### src/sv/assert_macros.svh
// Assertion macros shared by the queue RTL.
`ifndef ASSERT_MACROS_SVH
`define ASSERT_MACROS_SVH

// Invariant checked at every clock edge outside reset.
`define FQS_ASSERT(lbl, prop, msg) \
  lbl: assert property (@(posedge clk) disable iff (!rst_n) (prop)) else $error(msg);

// Same-cycle implication.
`define FQS_ASSERT_IMPL(lbl, ante, cons, msg) \
  lbl: assert property (@(posedge clk) disable iff (!rst_n) (ante) |-> (cons)) \
    else $error(msg);

// Next-cycle implication.
`define FQS_ASSERT_NEXT(lbl, ante, cons, msg) \
  lbl: assert property (@(posedge clk) disable iff (!rst_n) (ante) |=> (cons)) \
    else $error(msg);

`endif

### src/sv/fqs_pkg.sv
// Types and codes shared by the search queue modules.
package fqs_pkg;

  localparam int DEPTH  = 16;
  localparam int WORD_W = 32;
  localparam int OP_W   = 3;
  localparam int POS_W  = $clog2(DEPTH);
  localparam int LEN_W  = $clog2(DEPTH + 1);

  localparam logic [OP_W-1:0] OP_PUSH   = 3'd0;
  localparam logic [OP_W-1:0] OP_POP    = 3'd1;
  localparam logic [OP_W-1:0] OP_DROP   = 3'd2;
  localparam logic [OP_W-1:0] OP_PEEK   = 3'd3;
  localparam logic [OP_W-1:0] OP_SEARCH = 3'd4;

  typedef enum logic [1:0] {
    ST_OK    = 2'd0,
    ST_EMPTY = 2'd1,
    ST_FULL  = 2'd2
  } status_t;

  typedef struct packed {
    logic [OP_W-1:0]          op;
    logic signed [WORD_W-1:0] value;
  } fqs_in_t;

  typedef struct packed {
    logic signed [WORD_W-1:0] data;
    logic                     found;
    logic [POS_W-1:0]         position;
    logic [LEN_W-1:0]         length;
    status_t                  status;
  } fqs_out_t;

  // Per-cell control: take the neighbor's word, or load the pushed word.
  typedef struct packed {
    logic shift;
    logic load;
  } cell_ctrl_t;

endpackage

### src/sv/fqs_cell.sv
// One storage cell of the queue: holds a word, shifts toward the head, compares with the key.
module fqs_cell (
  input  logic                       clk,
  input  fqs_pkg::cell_ctrl_t        ctrl,
  input  logic [fqs_pkg::WORD_W-1:0] load_word,
  input  logic [fqs_pkg::WORD_W-1:0] next_word,
  input  logic [fqs_pkg::WORD_W-1:0] key,
  output logic [fqs_pkg::WORD_W-1:0] word,
  output logic                       match
);
  import fqs_pkg::*;

  logic [WORD_W-1:0] word_r;

  always_ff @(posedge clk) begin
    if (ctrl.load) begin
      word_r <= load_word;
    end else if (ctrl.shift) begin
      word_r <= next_word;
    end
  end

  assign word  = word_r;
  assign match = (word_r == key);

endmodule

### src/sv/fqs_first_match.sv
// Finds the lowest set match flag and its index.
module fqs_first_match #(
  parameter int N = 16
) (
  input  logic [N-1:0]         match,
  output logic                 found,
  output logic [$clog2(N)-1:0] pos
);
  import fqs_pkg::*;

  localparam int IW = $clog2(N);

  logic [N-1:0] lowest;

  // Isolate the lowest set bit, then encode it.
  assign lowest = match & (~match + N'(1));
  assign found  = |match;

  always_comb begin
    pos = '0;
    for (int i = 0; i < N; i++) begin
      if (lowest[i]) begin
        pos = pos | IW'(i);
      end
    end
  end

endmodule

### src/sv/fifo_queue_with_search.sv
// Bounded FIFO of signed words with push, pop, drop, peek and search, built as a row of cells.
//
// Usage:
//   in_valid/in_ready/in_data carry one operation per item: push, pop, drop head,
//   peek head or search; codes 5..7 are no-ops. out_valid/out_ready/out_data carry
//   exactly one result per item: head word, search flag and offset, length after
//   the operation, and a status of ok, empty or full.
//   Entries sit in a row of cells with the head in cell 0. Pop and drop shift every
//   cell one step toward the head; push loads the cell just past the last entry.
//   Search compares the key in every cell at once and a priority encoder picks the
//   match nearest the head.
//   Result: registered in the output register, valid in the cycle after the item is accepted.
//   Throughput: one item per cycle, set by the single output register; an item is
//   taken whenever that register is empty or being drained in the same cycle.
//   Reset (rst_n low, synchronous) empties the queue and drops any pending result;
//   cell contents are not cleared and are never read before being written.
//   When the receiver stalls the result holds in the output register and in_ready
//   drops until it is taken.
`include "assert_macros.svh"

module fifo_queue_with_search (
  input  logic              clk,
  input  logic              rst_n,
  input  logic              in_valid,
  output logic              in_ready,
  input  fqs_pkg::fqs_in_t  in_data,
  output logic              out_valid,
  input  logic              out_ready,
  output fqs_pkg::fqs_out_t out_data
);
  import fqs_pkg::*;

  localparam int CNT_W = $clog2(DEPTH + 1);
  localparam int IW    = $clog2(DEPTH);

  // Queue occupancy and output register
  logic [CNT_W-1:0] cnt_r, cnt_nxt;
  logic             out_valid_r;
  fqs_out_t         out_r, out_nxt;

  // Cell row
  logic [WORD_W-1:0] words   [DEPTH];
  logic [WORD_W-1:0] nbr     [DEPTH];
  cell_ctrl_t        ctrl    [DEPTH];
  logic [DEPTH-1:0]  raw_match;
  logic [DEPTH-1:0]  live;
  logic [DEPTH-1:0]  hit;

  logic          accept;
  logic          do_push;
  logic          do_shift;
  logic          empty;
  logic          full;
  logic          srch_found;
  logic [IW-1:0] srch_pos;

  assign in_ready = !out_valid_r || out_ready;
  assign accept   = in_valid && in_ready;
  assign empty    = (cnt_r == '0);
  assign full     = (cnt_r == CNT_W'(DEPTH));

  // Each cell takes its right-hand neighbor on a shift; the tail cell holds.
  for (genvar i = 0; i < DEPTH; i++) begin : g_cell
    if (i == DEPTH - 1) begin : g_tail
      assign nbr[i] = words[i];
    end else begin : g_mid
      assign nbr[i] = words[i+1];
    end

    assign live[i]       = (CNT_W'(i) < cnt_r);
    assign hit[i]        = raw_match[i] && live[i];
    assign ctrl[i].load  = do_push && (cnt_r == CNT_W'(i));
    assign ctrl[i].shift = do_shift;

    fqs_cell u_cell (
      .clk       (clk),
      .ctrl      (ctrl[i]),
      .load_word (in_data.value),
      .next_word (nbr[i]),
      .key       (in_data.value),
      .word      (words[i]),
      .match     (raw_match[i])
    );
  end

  fqs_first_match #(
    .N (DEPTH)
  ) u_first (
    .match (hit),
    .found (srch_found),
    .pos   (srch_pos)
  );

  // Operation decode and result assembly
  always_comb begin
    do_push          = 1'b0;
    do_shift         = 1'b0;
    cnt_nxt          = cnt_r;
    out_nxt.data     = '0;
    out_nxt.found    = 1'b0;
    out_nxt.position = '0;
    out_nxt.status   = ST_OK;
    case (in_data.op)
      OP_PUSH: begin
        if (full) begin
          out_nxt.status = ST_FULL;
        end else begin
          do_push = accept;
          cnt_nxt = cnt_r + CNT_W'(1);
        end
      end
      OP_POP, OP_DROP, OP_PEEK: begin
        if (empty) begin
          out_nxt.status = ST_EMPTY;
        end else begin
          if (in_data.op != OP_DROP) begin
            out_nxt.data = words[0];
          end
          if (in_data.op != OP_PEEK) begin
            do_shift = accept;
            cnt_nxt  = cnt_r - CNT_W'(1);
          end
        end
      end
      OP_SEARCH: begin
        if (empty) begin
          out_nxt.status = ST_EMPTY;
        end else begin
          out_nxt.found    = srch_found;
          out_nxt.position = POS_W'(srch_pos);
        end
      end
      default: begin
      end
    endcase
    out_nxt.length = LEN_W'(cnt_nxt);
  end

  always_ff @(posedge clk) begin
    if (!rst_n) begin
      cnt_r       <= '0;
      out_valid_r <= 1'b0;
    end else begin
      if (accept) begin
        cnt_r <= cnt_nxt;
      end
      if (accept) begin
        out_valid_r <= 1'b1;
      end else if (out_ready) begin
        out_valid_r <= 1'b0;
      end
    end
  end

  always_ff @(posedge clk) begin
    if (accept) begin
      out_r <= out_nxt;
    end
  end

  assign out_valid = out_valid_r;
  assign out_data  = out_r;

  `FQS_ASSERT(a_cnt_bound, cnt_r <= CNT_W'(DEPTH), "queue count exceeds depth")
  `FQS_ASSERT_NEXT(a_result_follows, accept, out_valid, "accepted item gave no result")
  `FQS_ASSERT_IMPL(a_found_ok, out_valid_r && out_r.found, out_r.status == ST_OK,
                   "search hit reported with bad status")
  `FQS_ASSERT_IMPL(a_empty_len, out_valid_r && out_r.status == ST_EMPTY,
                   out_r.length == '0, "empty status with nonzero length")
  `FQS_ASSERT_NEXT(a_push_count, accept && in_data.op == OP_PUSH && !full,
                   cnt_r == $past(cnt_r) + CNT_W'(1), "push did not grow the queue")

endmodule
### config.mk
export PLATFORM = sky130hd
export DESIGN_NAME = fifo_queue_with_search
export DESIGN_NICKNAME = d
export VERILOG_FILES = /design/src/sv/fqs_pkg.sv /design/src/sv/fqs_cell.sv /design/src/sv/fqs_first_match.sv /design/src/sv/fifo_queue_with_search.sv
export VERILOG_INCLUDE_DIRS = /design/src /design/src/sv
export SDC_FILE = /design/constraint.sdc
export NUM_CORES = 1
export LEC_CHECK = 0
export BUFFER_PORTS_ARGS = -buffer_cell sky130_fd_sc_hd__buf_2
export CAP_MARGIN = 25
export CORE_UTILIZATION = 45
export CTS_BUF_LIST = sky130_fd_sc_hd__clkbuf_4 sky130_fd_sc_hd__clkbuf_8
export DETAILED_ROUTE_END_ITERATION = 6
export HOLD_SLACK_MARGIN = 0.05
export PLACE_DENSITY = 0.65
export REMOVE_ABC_BUFFERS = 1
export SYNTH_ARGS = -nofsm -noshare
export SYNTH_HDL_FRONTEND = slang
export SYNTH_SLANG_ARGS = --single-unit
### constraint.sdc
create_clock -name clk -period 4.8 [get_ports clk]
set_input_delay 0 -clock clk [delete_from_list [all_inputs] [get_ports clk]]
set_output_delay 0 -clock clk [all_outputs]
set_load 0.01 [all_outputs]
==> impl_metrics.toml <==
[cts]
cts_tree = "built"
cts_root_buf = "clkbuf_8"
insertion_delay_ns = 0.71
clk_path_buf_depth = 3
htree_levels = 3
path_clk_slew_ns = 0.06
numClockSinks = 562
cts_buffers = 97

[sta]
max_freq_mhz = 264
finalSetupViolCount = 0
worst_pin_slew_ns = 0.911
rsz0062_at_grt = "no"
fin_crit_sh_pct = 79.0
finalHoldViolations = 0
relSlewSlack_pct = 38.7
period_needed_ns = 3.79
drv_slew = 0
finClkSkew_ns = 0.0504
fin_setup_tns_ns = 0

[route]
routed_via_density = 5.66
detail-route-antenna-nets = 0
wire_per_inst_um = 27.1
drt_wl_total_mm = 86.4
dr.pass1.iters = 7
vias = 18000
drc = 12
drtIter0Drc = 1692

[critical_path]
slowest_delay_ns = 0.65
r2r_slack_ns = 1.01
path_max_fanout = 33
slowest_stage = "dfxtp_1"
path_buf_inv = 2
rr_endpoint = "g_cell[4].u_cell.word[14]"
crit_family = "simple AND/OR/NAND/NOR gates"
worstPathRequired_ns = 5.12
crit_arrival_ns = 4.12
crit_type = "flop to flop"
ff2ff_path_depth = 9
rr_startpoint = "cnt_r[1]"
cp-start-kind = "flop"
endpoint_kind = "flop"
crit_chain = "inv_1, ha_1, nand3_1, and3_1, nand3_2, nor3_4, nand2_2, nand2_1, buf_4"

[min_path]
min_from = "in_data[9]"
whs_path_depth = 2
hold_path.class = "primary input to flop"
min_to = "g_cell[15].u_cell.word[9]"

[global_route]
grt_start_max_net_pins = 52
antenna_found_initial = 6
grt_pass1_wl_mm = 126
grt_pass1_vias = 18500
track_usage_pct = 25.5
overflow = 0

[placed_design]
postPlaceCellArea_sq_mm = 0.0313
gp_congestion = 0.936
dp_hpwl_mm = 60.8
portBuffers = 84

[yosys]
yosys_warnings = 0
async_flop_share_pct = 0
ys_seq_elements = 562
synth-seq-area-share_pct = 55.6
synthCells = 2129
synth_edf_count = 556
synth_cell_types = 65
syn_avg_cell_area_sq_um = 14.2
syn_area_sq_mm = 0.0302
synth-main-ff-cell = "edfxtp_1"

[run_status]
violations = "DRC"
outcome = "complete, but fails checks"

[final_layout]
area_growth_pct = 10.9
finalNetCount = 2288
final_cell_area_sq_mm = 0.0335
layout_commonest_cell = "edfxtp_1"
multi_input_area_sq_mm = 0.0122
regArea_sq_mm = 0.0168
drive_gt1_share_pct = 35.9
final_cell_mix = "edfxtp_1, mux2_2, xor2_1, xnor2_1, clkbuf_8"
final.fill_count = 5659

[floorplanning]
initial_core_util_pct = 45.7
rows = 94
die_w_um = 261
top_level_ports = 85
die-area_sq_mm = 0.0682
die_h_um = 261
core_area_sq_mm = 0.0661

[run]
cap_violations = 0

[pwr]
total_power_mw = 10.9
power_density_mw_per_mm2 = 325
p_leak_nw = 11.6
ir_worst_vdd_mv = 0.205
[what timing repair did]
item	4_1_cts	5_1_grt
setup buffers	0	0
hold endpoints to repair	98	0
hold buffers	31	0
resized for setup	0	0
[where the power goes]
part | switching, mW | internal, mW | total, mW
registers | 0.0993 | 5.52 | 5.62
logic | 0.614 | 0.341 | 0.955
clock network | 2.03 | 2.29 | 4.31
total | 2.74 | 8.15 | 10.9
[synth_stat cells (6+ instances only)]
| cell type | instances | area, sq um |
|---|---|---|
| a21boi_0 | 6 | 45.0 |
| a21oi_1 | 9 | 45.0 |
| and3_1 | 35 | 219 |
| buf_2 | 105 | 526 |
| buf_4 | 9 | 67.6 |
| buf_6 | 32 | 360 |
| clkbuf_1 | 44 | 165 |
| dfxtp_1 | 6 | 120 |
| edfxtp_1 | 556 | 16700 |
| inv_1 | 8 | 30.0 |
| mux2_1 | 9 | 101 |
| mux2_2 | 471 | 5300 |
| nand2_1 | 38 | 143 |
| nand2_2 | 8 | 50.1 |
| nand2b_1 | 8 | 50.1 |
| nand3_1 | 22 | 110 |
| nand4_1 | 57 | 357 |
| nor2_1 | 19 | 71.3 |
| nor3_1 | 18 | 90.1 |
| nor4_1 | 87 | 544 |
| o21ai_0 | 7 | 35.0 |
| xnor2_1 | 169 | 1480 |
| xor2_1 | 347 | 3040 |
[worst max path at each step]
stage	start	end	cells after the start
floorplan	cnt_r[1]	g_cell[3].u_cell.word[0]	7
global placement	cnt_r[1]	g_cell[7].u_cell.word[9]	9
detailed placement	cnt_r[1]	g_cell[4].u_cell.word[31]	9
CTS	cnt_r[1]	g_cell[4].u_cell.word[14]	9
global route	cnt_r[1]	g_cell[4].u_cell.word[14]	9
finish	cnt_r[1]	g_cell[4].u_cell.word[14]	9
[cell type report]
type	instances	share of cell area [%]
Clock buffer	131	4.80
Inverter	9	0.101
Antenna cell	2	0.0149
Multi-Input combinational cell	1366	36.6
Timing Repair Buffer	208	4.34
Tap cell	864	3.23
Clock inverter	43	0.773
Sequential cell	562	50.2
[metrics by stage]
stage               instances  setup WS [ns]  util, %  hold WS (ns)
finish                   3185           1.01     50.7         0.127
global route             3184          0.813     50.7        0.0771
CTS                      3183           1.10     50.7        0.0569
detailed placement       2978           1.11     47.4         0.282
global placement         2978           1.25     47.4         0.263
floorplan                1937          0.411        -        0.0989
[registers in the layout, summed over array words and instances, names as in the netlist]
register and count:
g_cell.u_cell.word 512, out_data 44, cnt_r 5, out_valid 1
[routing by layer]
layer	part of all wire [%]	wire, um	GRT usage, %	vias up
met1	42	36600	34.4	9075
met4	3.5	3010	8.74	4
li1	-	-	-	8077
met2	47	40800	41.2	695
met3	6.9	5970	5.10	168
met5	0.027	23	0	-
[worst reg2reg max path, cell delays in order (launching register included)]
cell and delay, ns:
dfxtp_1 0.65, inv_1 0.21, ha_1 0.40, nand3_1 0.23
and3_1 0.33, nand3_2 0.17, nor3_4 0.32, nand2_2 0.51
nand2_1 0.19, buf_4 0.41
[logic make-up after synthesis]
group	Yosys count	synth area share [%]
buffers and inverters	201	3.89
xor gates and xnor gates	516	15.0
muxes	480	17.9
DFF	562	55.6
adders and majority gates	5	0.207
and+or+nand+nor	315	6.22
AOI/OAI and AO/OA	50	1.20
No activity file was read; power rests on OpenSTA's default activity.
